--- src/brav_pkg.sv ---
// Shared types and constants for the baseline ratio averager.
// No dependencies; every other file except brav_if imports this package.
`default_nettype none
package brav_pkg;

	localparam int RATIO_FRAC_BITS = 12;
	localparam int DIV_W           = 33;
	localparam int DSR_W           = 16;
	localparam int DIV_CNT_W       = $clog2(DIV_W + 1);
	localparam logic [15:0] CNT_FULL  = 16'hFFFF;
	localparam logic [15:0] RATIO_MAX = 16'hFFFF;

	localparam logic [31:0] DURATION_RESET = 32'd60000;
	localparam logic [15:0] MIN_RESET      = 16'd100;

	typedef enum logic {
		CFG_DURATION = 1'b0,
		CFG_MIN      = 1'b1
	} cfg_idx_t;

	typedef enum logic [1:0] {
		DIV_RATIO,
		DIV_RED,
		DIV_IR,
		DIV_RSUM
	} div_sel_t;

	typedef enum logic [3:0] {
		ST_IDLE,
		ST_EVAL,
		ST_RAT_GO,
		ST_RAT_WAIT,
		ST_CHECK,
		ST_AVR_GO,
		ST_AVR_WAIT,
		ST_AVI_GO,
		ST_AVI_WAIT,
		ST_AVQ_GO,
		ST_AVQ_WAIT,
		ST_EMIT
	} state_t;

	typedef struct packed {
		logic     load_in;
		logic     do_start;
		logic     do_accum;
		logic     do_close;
		logic     div_start;
		div_sel_t div_sel;
		logic     load_out;
	} cmd_t;

	typedef struct packed {
		logic is_start;
		logic armed;
		logic pair_ok;
		logic close_hit;
		logic success;
		logic cnt_zero;
		logic div_busy;
		logic div_done;
	} stat_t;

endpackage
`default_nettype wire

--- src/brav_if.sv ---
// Item channel interfaces: sample/start input and result output.
// Valid/ready handshake; no dependencies.
`default_nettype none
interface brav_in_if;
	logic               valid;
	logic               ready;
	logic               func;
	logic signed [15:0] red_sample;
	logic signed [15:0] ir_sample;
	logic [31:0]        now_ms;

	modport source(output valid, func, red_sample, ir_sample, now_ms, input ready);
	modport sink(input valid, func, red_sample, ir_sample, now_ms, output ready);
endinterface

interface brav_out_if;
	logic        valid;
	logic        ready;
	logic        capturing;
	logic        done_res;
	logic        success;
	logic [14:0] avg_red;
	logic [14:0] avg_ir;
	logic [15:0] avg_ratio;
	logic [15:0] valid_count;

	modport source(output valid, capturing, done_res, success, avg_red, avg_ir,
		avg_ratio, valid_count, input ready);
	modport sink(input valid, capturing, done_res, success, avg_red, avg_ir,
		avg_ratio, valid_count, output ready);
endinterface
`default_nettype wire

--- src/brav_div.sv ---
// Shared restoring divider, one quotient bit per cycle.
// Depends on brav_pkg.
`default_nettype none
module brav_div (
	input  wire logic                       clk,
	input  wire logic                       arst_n,
	input  wire logic                       start,
	input  wire logic [brav_pkg::DIV_W-1:0] dividend,
	input  wire logic [brav_pkg::DSR_W-1:0] divisor,
	output logic                            busy,
	output logic                            done,
	output logic [brav_pkg::DIV_W-1:0]      quotient
);
	import brav_pkg::*;

	logic [DIV_CNT_W-1:0] cnt_q;
	logic [DSR_W-1:0]     rem_q;
	logic [DSR_W-1:0]     dsr_q;
	logic [DIV_W-1:0]     quo_q;
	logic                 busy_q;
	logic                 done_q;
	logic [DSR_W:0]       trial;
	logic [DSR_W:0]       diff;
	logic                 qbit;

	always_comb begin
		trial = {rem_q, quo_q[DIV_W-1]};
		diff  = trial - {1'b0, dsr_q};
		qbit  = (trial >= {1'b0, dsr_q});
	end

	always_ff @(posedge clk or negedge arst_n) begin
		if (!arst_n) begin
			busy_q <= 1'b0;
			done_q <= 1'b0;
			cnt_q  <= '0;
		end else begin
			done_q <= 1'b0;
			if (start) begin
				busy_q <= 1'b1;
				cnt_q  <= DIV_CNT_W'(DIV_W);
			end else if (busy_q) begin
				cnt_q <= cnt_q - DIV_CNT_W'(1);
				if (cnt_q == DIV_CNT_W'(1)) begin
					busy_q <= 1'b0;
					done_q <= 1'b1;
				end
			end
		end
	end

	always_ff @(posedge clk) begin
		if (start) begin
			rem_q <= '0;
			dsr_q <= divisor;
			quo_q <= dividend;
		end else if (busy_q) begin
			rem_q <= qbit ? diff[DSR_W-1:0] : trial[DSR_W-1:0];
			quo_q <= {quo_q[DIV_W-2:0], qbit};
		end
	end

	assign busy     = busy_q;
	assign done     = done_q;
	assign quotient = quo_q;
endmodule
`default_nettype wire

--- src/brav_dp.sv ---
// Datapath: input and config registers, window state, sums, result register.
// Depends on brav_pkg and brav_div.
`default_nettype none
module brav_dp (
	input  wire logic               clk,
	input  wire logic               arst_n,
	input  wire logic               cfg_we,
	input  wire brav_pkg::cfg_idx_t cfg_idx,
	input  wire logic [31:0]        cfg_data,
	input  wire logic               func,
	input  wire logic signed [15:0] red_sample,
	input  wire logic signed [15:0] ir_sample,
	input  wire logic [31:0]        now_ms,
	input  wire brav_pkg::cmd_t     cmd,
	output brav_pkg::stat_t         stat,
	output logic                    capturing,
	output logic                    done_res,
	output logic                    success,
	output logic [14:0]             avg_red,
	output logic [14:0]             avg_ir,
	output logic [15:0]             avg_ratio,
	output logic [15:0]             valid_count
);
	import brav_pkg::*;

	logic [31:0] dur_q;
	logic [15:0] min_q;

	logic              func_q;
	logic signed [15:0] red_q;
	logic signed [15:0] ir_q;
	logic [31:0]       now_q;

	logic        armed_q;
	logic [31:0] ws_q;
	logic [30:0] red_sum_q;
	logic [30:0] ir_sum_q;
	logic [31:0] ratio_sum_q;
	logic [15:0] count_q;

	logic        done_q;
	logic        succ_q;
	logic [14:0] avg_red_q;
	logic [14:0] avg_ir_q;
	logic [15:0] avg_ratio_q;

	logic [14:0] red_mag;
	logic [14:0] ir_mag;
	logic        red_ok;
	logic        ir_ok;
	logic        lo_ok;
	logic        hi_ok;
	logic [31:0] elapsed;
	logic [15:0] ratio_sat;

	logic [DIV_W-1:0] div_dvd;
	logic [DSR_W-1:0] div_dsr;
	logic [DIV_W-1:0] div_quo;
	logic             div_busy;
	logic             div_done;

	always_comb begin
		red_mag   = red_q[14:0];
		ir_mag    = ir_q[14:0];
		red_ok    = !red_q[15] && (red_mag > 15'd1);
		ir_ok     = !ir_q[15] && (ir_mag > 15'd1);
		lo_ok     = (22'(red_mag) * 22'd100) > 22'(ir_mag);
		hi_ok     = 19'(red_mag) < (19'(ir_mag) * 19'd10);
		elapsed   = now_q - ws_q;
		ratio_sat = (div_quo > DIV_W'(RATIO_MAX)) ? RATIO_MAX : div_quo[15:0];
	end

	always_comb begin
		stat.is_start  = func_q;
		stat.armed     = armed_q;
		stat.pair_ok   = red_ok && ir_ok && lo_ok && hi_ok && (count_q != CNT_FULL);
		stat.close_hit = (elapsed >= dur_q);
		stat.success   = (count_q >= min_q);
		stat.cnt_zero  = (count_q == 16'd0);
		stat.div_busy  = div_busy;
		stat.div_done  = div_done;
	end

	always_comb begin
		div_dsr = count_q;
		case (cmd.div_sel)
			DIV_RATIO: begin
				div_dvd = DIV_W'(red_mag) << RATIO_FRAC_BITS;
				div_dsr = DSR_W'(ir_mag);
			end
			DIV_RED:  div_dvd = DIV_W'(red_sum_q) + DIV_W'(count_q[15:1]);
			DIV_IR:   div_dvd = DIV_W'(ir_sum_q) + DIV_W'(count_q[15:1]);
			DIV_RSUM: div_dvd = DIV_W'(ratio_sum_q) + DIV_W'(count_q[15:1]);
			default:  div_dvd = '0;
		endcase
	end

	brav_div u_div (
		.clk      (clk),
		.arst_n   (arst_n),
		.start    (cmd.div_start),
		.dividend (div_dvd),
		.divisor  (div_dsr),
		.busy     (div_busy),
		.done     (div_done),
		.quotient (div_quo)
	);

	always_ff @(posedge clk or negedge arst_n) begin
		if (!arst_n) begin
			dur_q <= DURATION_RESET;
			min_q <= MIN_RESET;
		end else if (cfg_we) begin
			case (cfg_idx)
				CFG_DURATION: dur_q <= cfg_data;
				CFG_MIN:      min_q <= cfg_data[15:0];
				default:      ;
			endcase
		end
	end

	always_ff @(posedge clk or negedge arst_n) begin
		if (!arst_n) begin
			armed_q     <= 1'b0;
			ws_q        <= '0;
			red_sum_q   <= '0;
			ir_sum_q    <= '0;
			ratio_sum_q <= '0;
			count_q     <= '0;
		end else begin
			if (cmd.do_start) begin
				armed_q     <= 1'b1;
				ws_q        <= now_q;
				red_sum_q   <= '0;
				ir_sum_q    <= '0;
				ratio_sum_q <= '0;
				count_q     <= '0;
			end
			if (cmd.do_accum) begin
				red_sum_q   <= red_sum_q + 31'(red_mag);
				ir_sum_q    <= ir_sum_q + 31'(ir_mag);
				ratio_sum_q <= ratio_sum_q + 32'(ratio_sat);
				count_q     <= count_q + 16'd1;
			end
			if (cmd.do_close)
				armed_q <= 1'b0;
		end
	end

	always_ff @(posedge clk) begin
		if (cmd.load_in) begin
			func_q      <= func;
			red_q       <= red_sample;
			ir_q        <= ir_sample;
			now_q       <= now_ms;
			done_q      <= 1'b0;
			succ_q      <= 1'b0;
			avg_red_q   <= '0;
			avg_ir_q    <= '0;
			avg_ratio_q <= '0;
		end
		if (cmd.do_close) begin
			done_q <= 1'b1;
			succ_q <= stat.success;
		end
		if (div_done) begin
			case (cmd.div_sel)
				DIV_RED:  avg_red_q   <= div_quo[14:0];
				DIV_IR:   avg_ir_q    <= div_quo[14:0];
				DIV_RSUM: avg_ratio_q <= div_quo[15:0];
				default:  ;
			endcase
		end
		if (cmd.load_out) begin
			capturing   <= armed_q;
			done_res    <= done_q;
			success     <= succ_q;
			avg_red     <= avg_red_q;
			avg_ir      <= avg_ir_q;
			avg_ratio   <= avg_ratio_q;
			valid_count <= count_q;
		end
	end
endmodule
`default_nettype wire

--- src/brav_ctrl.sv ---
// Controller state machine: sequences evaluation, divisions and result hand-off.
// Depends on brav_pkg.
`default_nettype none
module brav_ctrl (
	input  wire logic            clk,
	input  wire logic            arst_n,
	input  wire logic            in_valid,
	output logic                 in_ready,
	output logic                 out_valid,
	input  wire logic            out_ready,
	input  wire brav_pkg::stat_t stat,
	output brav_pkg::cmd_t       cmd
);
	import brav_pkg::*;

	state_t state_q;
	state_t state_d;
	logic   out_valid_q;

	always_ff @(posedge clk or negedge arst_n) begin
		if (!arst_n) begin
			state_q     <= ST_IDLE;
			out_valid_q <= 1'b0;
		end else begin
			state_q <= state_d;
			if (cmd.load_out)
				out_valid_q <= 1'b1;
			else if (out_ready)
				out_valid_q <= 1'b0;
		end
	end

	always_comb begin
		state_d     = state_q;
		cmd         = '0;
		cmd.div_sel = DIV_RATIO;
		case (state_q)
			ST_IDLE: begin
				if (in_valid) begin
					cmd.load_in = 1'b1;
					state_d     = ST_EVAL;
				end
			end
			ST_EVAL: begin
				if (stat.is_start) begin
					cmd.do_start = 1'b1;
					state_d      = ST_EMIT;
				end else if (!stat.armed)
					state_d = ST_EMIT;
				else if (stat.pair_ok)
					state_d = ST_RAT_GO;
				else
					state_d = ST_CHECK;
			end
			ST_RAT_GO: begin
				cmd.div_start = 1'b1;
				state_d       = ST_RAT_WAIT;
			end
			ST_RAT_WAIT: begin
				if (stat.div_done) begin
					cmd.do_accum = 1'b1;
					state_d      = ST_CHECK;
				end
			end
			ST_CHECK: begin
				state_d = ST_EMIT;
				if (stat.close_hit) begin
					cmd.do_close = 1'b1;
					if (stat.success && !stat.cnt_zero)
						state_d = ST_AVR_GO;
				end
			end
			ST_AVR_GO: begin
				cmd.div_sel   = DIV_RED;
				cmd.div_start = 1'b1;
				state_d       = ST_AVR_WAIT;
			end
			ST_AVR_WAIT: begin
				cmd.div_sel = DIV_RED;
				if (stat.div_done)
					state_d = ST_AVI_GO;
			end
			ST_AVI_GO: begin
				cmd.div_sel   = DIV_IR;
				cmd.div_start = 1'b1;
				state_d       = ST_AVI_WAIT;
			end
			ST_AVI_WAIT: begin
				cmd.div_sel = DIV_IR;
				if (stat.div_done)
					state_d = ST_AVQ_GO;
			end
			ST_AVQ_GO: begin
				cmd.div_sel   = DIV_RSUM;
				cmd.div_start = 1'b1;
				state_d       = ST_AVQ_WAIT;
			end
			ST_AVQ_WAIT: begin
				cmd.div_sel = DIV_RSUM;
				if (stat.div_done)
					state_d = ST_EMIT;
			end
			ST_EMIT: begin
				if (!out_valid_q || out_ready) begin
					cmd.load_out = 1'b1;
					state_d      = ST_IDLE;
				end
			end
			default: state_d = ST_IDLE;
		endcase
	end

	assign in_ready  = (state_q == ST_IDLE);
	assign out_valid = out_valid_q;

	a_div_start_idle: assert property (@(posedge clk) disable iff (!arst_n)
		cmd.div_start |-> !stat.div_busy)
		else $error("divider started while busy");

	a_div_done_wait: assert property (@(posedge clk) disable iff (!arst_n)
		stat.div_done |-> (state_q == ST_RAT_WAIT || state_q == ST_AVR_WAIT ||
			state_q == ST_AVI_WAIT || state_q == ST_AVQ_WAIT))
		else $error("divider finished outside a wait state");

	a_close_armed: assert property (@(posedge clk) disable iff (!arst_n)
		cmd.do_close |-> stat.armed)
		else $error("window closed while not armed");

	a_emit_valid: assert property (@(posedge clk) disable iff (!arst_n)
		cmd.load_out |=> out_valid)
		else $error("result loaded without valid");
endmodule
`default_nettype wire

--- src/baseline_ratio_averager_top.sv ---
// Baseline ratio averager top level: joins controller and datapath.
// Depends on brav_pkg, brav_if, brav_ctrl, brav_dp.
//
// Usage:
//   in_ch carries one item per handshake: func = 1 starts a capture window at
//   now_ms, func = 0 is a red/infrared sample. Every input item yields exactly
//   one result item on out_ch.
//   cfg_we/cfg_idx/cfg_data write the window duration (index 0) and minimum
//   accepted count (index 1); write only while the block is idle.
// Flow:
//   One item at a time; in_ch.ready is high only in idle, from the cycle after
//   the result register is loaded. Accept to result register: start item or
//   unarmed sample via evaluation and emit, rejected sample also the window
//   check, accepted sample also the ratio division (33-step shared divider).
//   A window-closing sample with success can add three averaging divisions.
//   The result register lets the next item be accepted while a result waits.
// Reset and stall:
//   arst_n clears the window, sums and count and restores the default config.
//   If out_ch is stalled, the next item finishes its work and then waits until
//   the pending result is taken; no item is lost or repeated.
`default_nettype none
module baseline_ratio_averager_top (
	input  wire logic               clk,
	input  wire logic               arst_n,
	brav_in_if.sink                 in_ch,
	brav_out_if.source              out_ch,
	input  wire logic               cfg_we,
	input  wire brav_pkg::cfg_idx_t cfg_idx,
	input  wire logic [31:0]        cfg_data
);
	import brav_pkg::*;

	cmd_t  cmd;
	stat_t stat;

	brav_ctrl u_ctrl (
		.clk       (clk),
		.arst_n    (arst_n),
		.in_valid  (in_ch.valid),
		.in_ready  (in_ch.ready),
		.out_valid (out_ch.valid),
		.out_ready (out_ch.ready),
		.stat      (stat),
		.cmd       (cmd)
	);

	brav_dp u_dp (
		.clk         (clk),
		.arst_n      (arst_n),
		.cfg_we      (cfg_we),
		.cfg_idx     (cfg_idx),
		.cfg_data    (cfg_data),
		.func        (in_ch.func),
		.red_sample  (in_ch.red_sample),
		.ir_sample   (in_ch.ir_sample),
		.now_ms      (in_ch.now_ms),
		.cmd         (cmd),
		.stat        (stat),
		.capturing   (out_ch.capturing),
		.done_res    (out_ch.done_res),
		.success     (out_ch.success),
		.avg_red     (out_ch.avg_red),
		.avg_ir      (out_ch.avg_ir),
		.avg_ratio   (out_ch.avg_ratio),
		.valid_count (out_ch.valid_count)
	);
endmodule
`default_nettype wire

--- src/flat_wrapper.sv ---
// flat-port wrapper written by rule: the top's interface ports become plain ports
module baseline_ratio_averager_top_flat import brav_pkg::*;
  (clk, arst_n, cfg_we, cfg_idx, cfg_data, in_ch_valid, in_ch_func, in_ch_red_sample, in_ch_ir_sample, in_ch_now_ms, in_ch_ready, out_ch_valid, out_ch_capturing, out_ch_done_res, out_ch_success, out_ch_avg_red, out_ch_avg_ir, out_ch_avg_ratio, out_ch_valid_count, out_ch_ready);
  brav_in_if in_ch_i ();
  brav_out_if out_ch_i ();
  input  wire logic clk;
  input  wire logic arst_n;
  input  wire logic cfg_we;
  input  wire brav_pkg::cfg_idx_t cfg_idx;
  input  wire logic [31:0] cfg_data;
  input wire logic [$bits(in_ch_i.valid)-1:0] in_ch_valid;
  input wire logic [$bits(in_ch_i.func)-1:0] in_ch_func;
  input wire logic [$bits(in_ch_i.red_sample)-1:0] in_ch_red_sample;
  input wire logic [$bits(in_ch_i.ir_sample)-1:0] in_ch_ir_sample;
  input wire logic [$bits(in_ch_i.now_ms)-1:0] in_ch_now_ms;
  output wire logic [$bits(in_ch_i.ready)-1:0] in_ch_ready;
  output wire logic [$bits(out_ch_i.valid)-1:0] out_ch_valid;
  output wire logic [$bits(out_ch_i.capturing)-1:0] out_ch_capturing;
  output wire logic [$bits(out_ch_i.done_res)-1:0] out_ch_done_res;
  output wire logic [$bits(out_ch_i.success)-1:0] out_ch_success;
  output wire logic [$bits(out_ch_i.avg_red)-1:0] out_ch_avg_red;
  output wire logic [$bits(out_ch_i.avg_ir)-1:0] out_ch_avg_ir;
  output wire logic [$bits(out_ch_i.avg_ratio)-1:0] out_ch_avg_ratio;
  output wire logic [$bits(out_ch_i.valid_count)-1:0] out_ch_valid_count;
  input wire logic [$bits(out_ch_i.ready)-1:0] out_ch_ready;
  assign in_ch_i.valid = in_ch_valid;
  assign in_ch_i.func = in_ch_func;
  assign in_ch_i.red_sample = in_ch_red_sample;
  assign in_ch_i.ir_sample = in_ch_ir_sample;
  assign in_ch_i.now_ms = in_ch_now_ms;
  assign in_ch_ready = in_ch_i.ready;
  assign out_ch_valid = out_ch_i.valid;
  assign out_ch_capturing = out_ch_i.capturing;
  assign out_ch_done_res = out_ch_i.done_res;
  assign out_ch_success = out_ch_i.success;
  assign out_ch_avg_red = out_ch_i.avg_red;
  assign out_ch_avg_ir = out_ch_i.avg_ir;
  assign out_ch_avg_ratio = out_ch_i.avg_ratio;
  assign out_ch_valid_count = out_ch_i.valid_count;
  assign out_ch_i.ready = out_ch_ready;
  baseline_ratio_averager_top u_core (.clk(clk), .arst_n(arst_n), .in_ch(in_ch_i), .out_ch(out_ch_i), .cfg_we(cfg_we), .cfg_idx(cfg_idx), .cfg_data(cfg_data));
endmodule
--- config.mk ---
export PLATFORM = sky130hd
export DESIGN_NAME = baseline_ratio_averager_top_flat
export DESIGN_NICKNAME = d
export VERILOG_FILES = /design/src/brav_pkg.sv /design/src/brav_if.sv /design/src/brav_div.sv /design/src/brav_dp.sv /design/src/brav_ctrl.sv /design/src/baseline_ratio_averager_top.sv /design/src/flat_wrapper.sv
export SDC_FILE = /design/constraint.sdc
export NUM_CORES = 1
export LEC_CHECK = 0
export BUFFER_PORTS_ARGS = -buffer_cell sky130_fd_sc_hd__buf_2
export CAP_MARGIN = 20
export CELL_PAD_IN_SITES_DETAIL_PLACEMENT = 1
export CELL_PAD_IN_SITES_GLOBAL_PLACEMENT = 2
export CORE_UTILIZATION = 36
export CTS_BUF_LIST = sky130_fd_sc_hd__clkbuf_16
export DETAILED_ROUTE_END_ITERATION = 12
export PLACE_DENSITY_LB_ADDON = 0.1
export SLEW_MARGIN = 25
export SYNTH_ARGS = -nofsm -noshare
export SYNTH_HDL_FRONTEND = slang
export SYNTH_SLANG_ARGS = --single-unit
--- constraint.sdc ---
create_clock -name clk -period 5.63 [get_ports clk]
set_clock_uncertainty 0.1 [all_clocks]
set_input_delay 0.2815 -clock clk [delete_from_list [all_inputs] [get_ports clk]]
set_output_delay 0.2815 -clock clk [all_outputs]
set_load 0.02 [all_outputs]
### Yosys cells after proc, flatten, opt, wreduce, memory -nomap -nowiden

Cells that the tools add are included.

* flip-flop bits (word level): 447
* output and inout port bits: 67

* add/subtract/negate cells: 10
* multiply operators: 2
* order comparisons: 8
* eq/ne operators: 22
* mux-type cells: 60
* bitwise gates (word level): 1
* reduce and logical (&&, ||, !) cells: 27

Operators with widths (count)
* 33-bit case mux with 4 select lines: 1
* 16-bit 2-to-1 mux: 7
* 15-bit 2-to-1 mux: 7
* 31-bit 2-to-1 mux: 3
* 33-bit 2-to-1 mux: 2
* 31-bit by 15-bit adder with 32-bit output: 2
* 32-bit 2-to-1 mux: 2
* 31-bit by 15-bit adder with 31-bit output: 2
* 4-bit case mux with 12 select lines: 1
* 4-bit 2-to-1 mux: 10
* 32-bit by 15-bit adder with 33-bit output: 1
* 33-bit by 16-bit > comparator with 1-bit output (second input constant): 1
* 32-bit by 16-bit adder with 32-bit output: 1
* 32-bit greater-or-equal comparator: 1
* 32-bit subtractor: 1
* 15-bit by 1-bit > comparator with 1-bit output (second input constant): 2
* 1-bit 2-to-1 mux: 23
* 22-bit by 15-bit > comparator with 1-bit output: 1
* 15-bit by 5-bit multiplier with 20-bit output (second input constant): 1
* 15-bit by 19-bit less-than comparator with 1-bit output: 1
* 15-bit by 3-bit multiplier with 18-bit output (second input constant): 1
* 17-bit by 16-bit greater-or-equal comparator with 1-bit output: 1
* 16-bit by 1-bit adder with 16-bit output (second input constant): 1
* 4-bit by 3-bit == test with 1-bit output (second input constant): 4
* 26 further kinds: 53

### Longest topological paths before layout

* depth in word-level cells: 10
* gate-level depth with buffers: 23
* gate-level depth less buffers: 23

### Cells and area by module

Synthesis repeated with hierarchy kept, for this count alone.

* cells, all modules: 2935
* area, all modules: 28459.8 µm²

Modules (own cells, without submodules)
* brav_dp: instances 1, cells an instance 2551, area each 24133.1 µm², seq. area each 9666.8 µm²
* brav_div: instances 1, cells an instance 315, area each 3772.4 µm², seq. area each 1991.9 µm²
* brav_ctrl: instances 1, cells an instance 69, area each 554.3 µm², seq. area each 125.1 µm²

### Worst setup path after synthesis

Ideal clock, no wire load.

* kind: flip-flop to flip-flop
* from: register u_core.u_ctrl.state_q[0]
* to: register u_core.u_dp.avg_ir[0], enable pin
* setup time: 568 ps
* arrival time: 5293 ps
* data required time: 4962 ps
* setup slack: -331 ps
* stages on the path, launching flop included: 4
* cells stage by stage: dfrtp_1 -> buf_1 -> nand2_1 -> nor3_1

RTL lines
* start: declaration: RTL line brav_ctrl.sv:16 `state_t state_q;`
* start signal: assignment: RTL line brav_ctrl.sv:25 `state_q <= state_d;`
* end signal: assignment: RTL line brav_dp.sv:179 `avg_ir <= avg_ir_q;`
* end: declaration: RTL line brav_dp.sv:20 `output logic [14:0] avg_ir,`

### Worst setup path after layout

* from: register u_core.u_dp.red_q[3]
* to: register u_core.u_ctrl.state_q[1]

* longest elaborated chain between the ends: 10
* elaborated cells between the ends (all ways): 13
* classes of those cells: mul: 1; order compare: 3; mux: 4; reduce/logical: 5

RTL lines
* start: declaration: RTL line brav_dp.sv:30 `logic signed [15:0] red_q;`
* start signal: assignment: RTL line brav_dp.sv:153 `red_q <= red_sample;`
* branches (longest 4 deep; another with 22-bit by 15-bit > comparator with 1-bit output)
* 1-bit logical AND * (2 in series): RTL line brav_dp.sv:76 `stat.pair_ok = red_ok && ir_ok && lo_ok && hi_ok && (count_q != CNT_FULL);`
* 3-bit 2-to-1 mux *: RTL line brav_ctrl.sv:50 `else if (stat.pair_ok)`
* 4-bit 2-to-1 mux *: RTL line brav_ctrl.sv:48 `end else if (!stat.armed)`
* 4-bit 2-to-1 mux *: RTL line brav_ctrl.sv:45 `if (stat.is_start) begin`
* 4-bit case mux with 12 select lines *: RTL line brav_ctrl.sv:37 `case (state_q)`

Every way passes the cells marked *.
A chain may end at the register's enable or synchronous reset.

==> summary.txt <==
Design Power - 0.00753 W
Final std cells w/o fill - 4292
Combinational Power Share - 3.9%
Die Width - 282 microns
Worst slew pin tran - 0.991 ns
WL final - 89300 microns
Mux cell area share after synthesis - 3.34%
Dpl cell area - 30400 sq um
Primary FF master, synth - dfrtp_1
Combinational family with the most area after synthesis - compound AO/OA/AOI/OAI gates
Layout cell share with drive strength beyond 1 - 12.3%
Hold Path Class - input port to async pin
Crit-path max FO - 6
Simple-Gate Fraction of Synth Area - 14.6%
YS warnings - 0
Largest net degree at the start of global routing - 151
Maxcap violations - 0
Async set or reset register ratio after synthesis - 45.6%
CTS sink cnt - 447
Inst Count DP - 4089
Worst-skew pair later-pin latency - 0.64 ns
Clock power share - 50.4%
Fin area - 33300 sq um
Post-synth top area share - 19.2%
Vias per inst - 5.34
Initial antenna violation count - 1
F_max - 187 MHz
Post-CTS Setup Repair Bufs - 0
Met3 WL - 2540 microns
Yosys cell types - 85
Switching share of power - 22.5%
DRT iter0 DRCs - 1048
DPL Wire Length - 66300 microns
Synthesized cell area - 28100 sq um
Arr. time, crit path - 5.82 ns
Nets - 3625
Std cell rows - 102
Largest cells by area after synthesis - edfxtp_1 19%, dfrtp_1 17%, ha_1 13%
Length of the first detailed-routing pass in iterations - 5
Avg WL per Cell - 20.8 microns
Initial Util - 36.3%
Adder-cell share of the synthesized area - 14.6%
Synth Net Count - 3355
RSZ-0062 raised after global routing - no
Leading area contributor after synthesis - edfxtp_1
Number of flops mapped to enable cells by yosys - 180
Io pins - 170
Vias in the first global route - 24500
Max_slew headroom - 33.8%
TritonCTS clock tree - yes
Sequential-to-total area share from yosys stat - 41.9%
Area Overhead vs Synth - 18.4%
DRT met1 WL - 39900 microns
Port buffer count - 169
Synth Instances - 2935
Worst vdd ir - 239 uV
Cell area power density - 226 nW/um^2
Setup TNS - 0 ns
Xor and xnor area share after synthesis - 4.70%
Worst Setup Start Kind - register
DR top layer - met4
Placer Congestion - 0.866
CP dominant cell by count - ha_1
P_int - 0.00584 W
Period utilization - 95.1%
Clk pin slew, worst setup/hold paths - 0.06 ns
Residual DRC - 0
Final core occ - 43.0%
CP cell instances - inv_1 -> ha_1 -> ha_1 -> fa_1 -> ha_1 -> nor2b_4 -> o31a_1 -> or4_4 -> a31oi_1 -> xnor2_1 -> ha_1 -> and3_1 -> nand3_1 -> o21ai_0 -> o2111ai_2 -> nor3_2 -> a31oi_1 -> a211o_1
Critical Path RT - 6.10 ns
Status - finished, final reports clean
GR Overflow Total - 0
Yosys reg bits - 447
Final setup violation count - 0
R2R depth - 18
Wire length on met2 - 44600 microns
H-tree depth - 2
Via count - 22900
Crit Path Category - register to register
Final-report hold violation count - 0
Number of CTS-inserted buffers - 54
Post-Syn Area per Cell - 9.59 sq um
Root Buffer - clkbuf_16
Die Span Y - 282 microns
Clk buf depth - 3
GRT Util Overall - 22.7%
DRT antenna net count - 0
Slowest cell on crit path - a31oi_1
Post-layout min period - 5.35 ns
Global-route wire length before repair - 141000 microns
Net Switching - 0.00169 W
Die area - 79300 sq um
Max incr delay on CP - 0.62 ns
Sequential Power Share - 45.7%
Critical path endpoint category - register
Slew Viols, Final - 0
Lkg Pwr - 14.8 nW
Compound-Gate Fraction of Synth Area - 16.6%
Core Region - 77500 sq um
worst max-delay path, delay by kind of cell, from the launching register on:
family	cells	cell delay [ns]
XOR/XNOR	1	0.15
flip-flops	1	0.55
adder cells (fa/ha/maj)	5	1.72
AO/OA/AOI/OAI	6	1.70
AND/OR/NAND/NOR	5	0.91
buffers and inverters	1	0.16
metrics by stage:
step | worst slack [ns] | hold WS, ns
2_1_floorplan | 0.114 | -0.114
3_3_place_gp | 0.194 | 0.156
3_5_place_dp | 0.121 | 0.156
4_1_cts | 0.0930 | 0.0733
5_1_grt | 0.00791 | 0.117
6_report | 0.278 | 0.0815
sequential cells by signal, indices dropped and copies added (netlist names), 16 cells and up:
signal                      flops
u_core.u_dp.count_q            16
u_core.u_dp.red_q              16
u_core.u_dp.now_q              32
u_core.u_dp.avg_ratio_q        16
u_core.u_dp.ir_q               16
u_core.u_dp.dur_q              32
u_core.u_dp.u_div.quotient     33
u_core.u_dp.avg_ratio          16
u_core.u_dp.red_sum_q          31
u_core.u_dp.ir_sum_q           31
u_core.u_dp.ws_q               32
u_core.u_dp.min_q              16
u_core.u_dp.ratio_sum_q        32
u_core.u_dp.valid_count        16
u_core.u_dp.u_div.dsr_q        16
u_core.u_dp.u_div.rem_q        16
metal layers:
layer  track usage [%]  vias up
met3              2.34      120
met4              6.23        0
li1                  -    11100
met2              40.6      332
met1              29.0    11300
met5                 0        -
synth_stat cells, drive strengths merged (27+ instances only):
| library cell | instances |
|---|---|
| o21ai | 260 |
| a21oi | 127 |
| clkbuf | 95 |
| xnor2 | 82 |
| nand2 | 335 |
| nor4 | 28 |
| nor2b | 27 |
| xor2 | 69 |
| mux2 | 48 |
| nand3 | 149 |
| nor3 | 52 |
| a21o | 69 |
| nand4 | 32 |
| o211ai | 30 |
| nand2b | 43 |
| edfxtp | 180 |
| dfrtp | 194 |
| mux2i | 40 |
| inv | 220 |
| ha | 299 |
| a31oi | 30 |
| o31ai | 40 |
| nor2 | 130 |
| dfxtp | 63 |
layout by cell type (no fill, tap or decap), types with 50 or more instances in the layout:
master	Yosys	final
nand2_1	335	334
clkbuf_16	0	54
dfrtp_1	194	194
a21o_1	69	69
inv_1	218	221
ha_1	299	298
a21oi_1	127	127
edfxtp_1	180	180
xor2_1	69	69
nor3_1	51	50
dlygate4sd3_1	0	99
dfxtp_1	63	63
xnor2_1	82	82
nor2_1	130	130
nand3_1	149	148
o21ai_0	212	212
buf_2	2	168
final timing paths:
kind                                             startpoint                                endpoint  slack [ns]
min in group clk                                    cfg_idx        u_core.u_dp.dur_q[5]$_DFFE_PN1P_        0.21
min                                                  arst_n  u_core.u_dp.u_div.cnt_q[0]$_DFFE_PN0P_        0.08
max                          u_core.u_dp.red_q[3]$_DFFE_PP_    u_core.u_ctrl.state_q[1]$_DFFE_PN0P_        0.28
max in group asynchronous                            arst_n       u_core.u_dp.dur_q[28]$_DFFE_PN0P_        4.08
min reg2reg                u_core.u_dp.avg_red_q[0]$_DFF_P_        u_core.u_dp.avg_red[0]$_DFFE_PP_        0.33
max reg2reg                  u_core.u_dp.red_q[3]$_DFFE_PP_    u_core.u_ctrl.state_q[1]$_DFFE_PN0P_        0.28
what timing repair did:
item	CTS	global route
hold endpoints to repair	169	0
gates resized for setup	0	1
hold buffers	99	0
setup endpoints to repair	0	5
layout make-up:
cell class | count | area, sq um
Tap cell | 1040 | 1300
Fill cell | 8816 | 44100
Antenna cell | 1 | 2.50
Inverter | 220 | 827
Clock inverter | 48 | 572
Sequential cell | 447 | 11800
Timing Repair Buffer | 319 | 2260
Multi-Input combinational cell | 2163 | 15200
Clock buffer | 54 | 1350
power groups by stage:
stage               registers (W)  clock network (W)  logic, W
floorplan                 0.00350                  0  0.000118
global placement          0.00350                  0  0.000231
detailed placement        0.00351                  0  0.000240
CTS                       0.00344            0.00391  0.000295
global route              0.00345            0.00401  0.000335
finish                    0.00344            0.00380  0.000292
logic make-up after synthesis:
logic type,count (synthesis)
buf+inv,325
simple gates,874
xor+xnor,151
flops,447
mux,88
compound gates,733
fa+ha+maj,317
(Power assumes the default switching activity.)
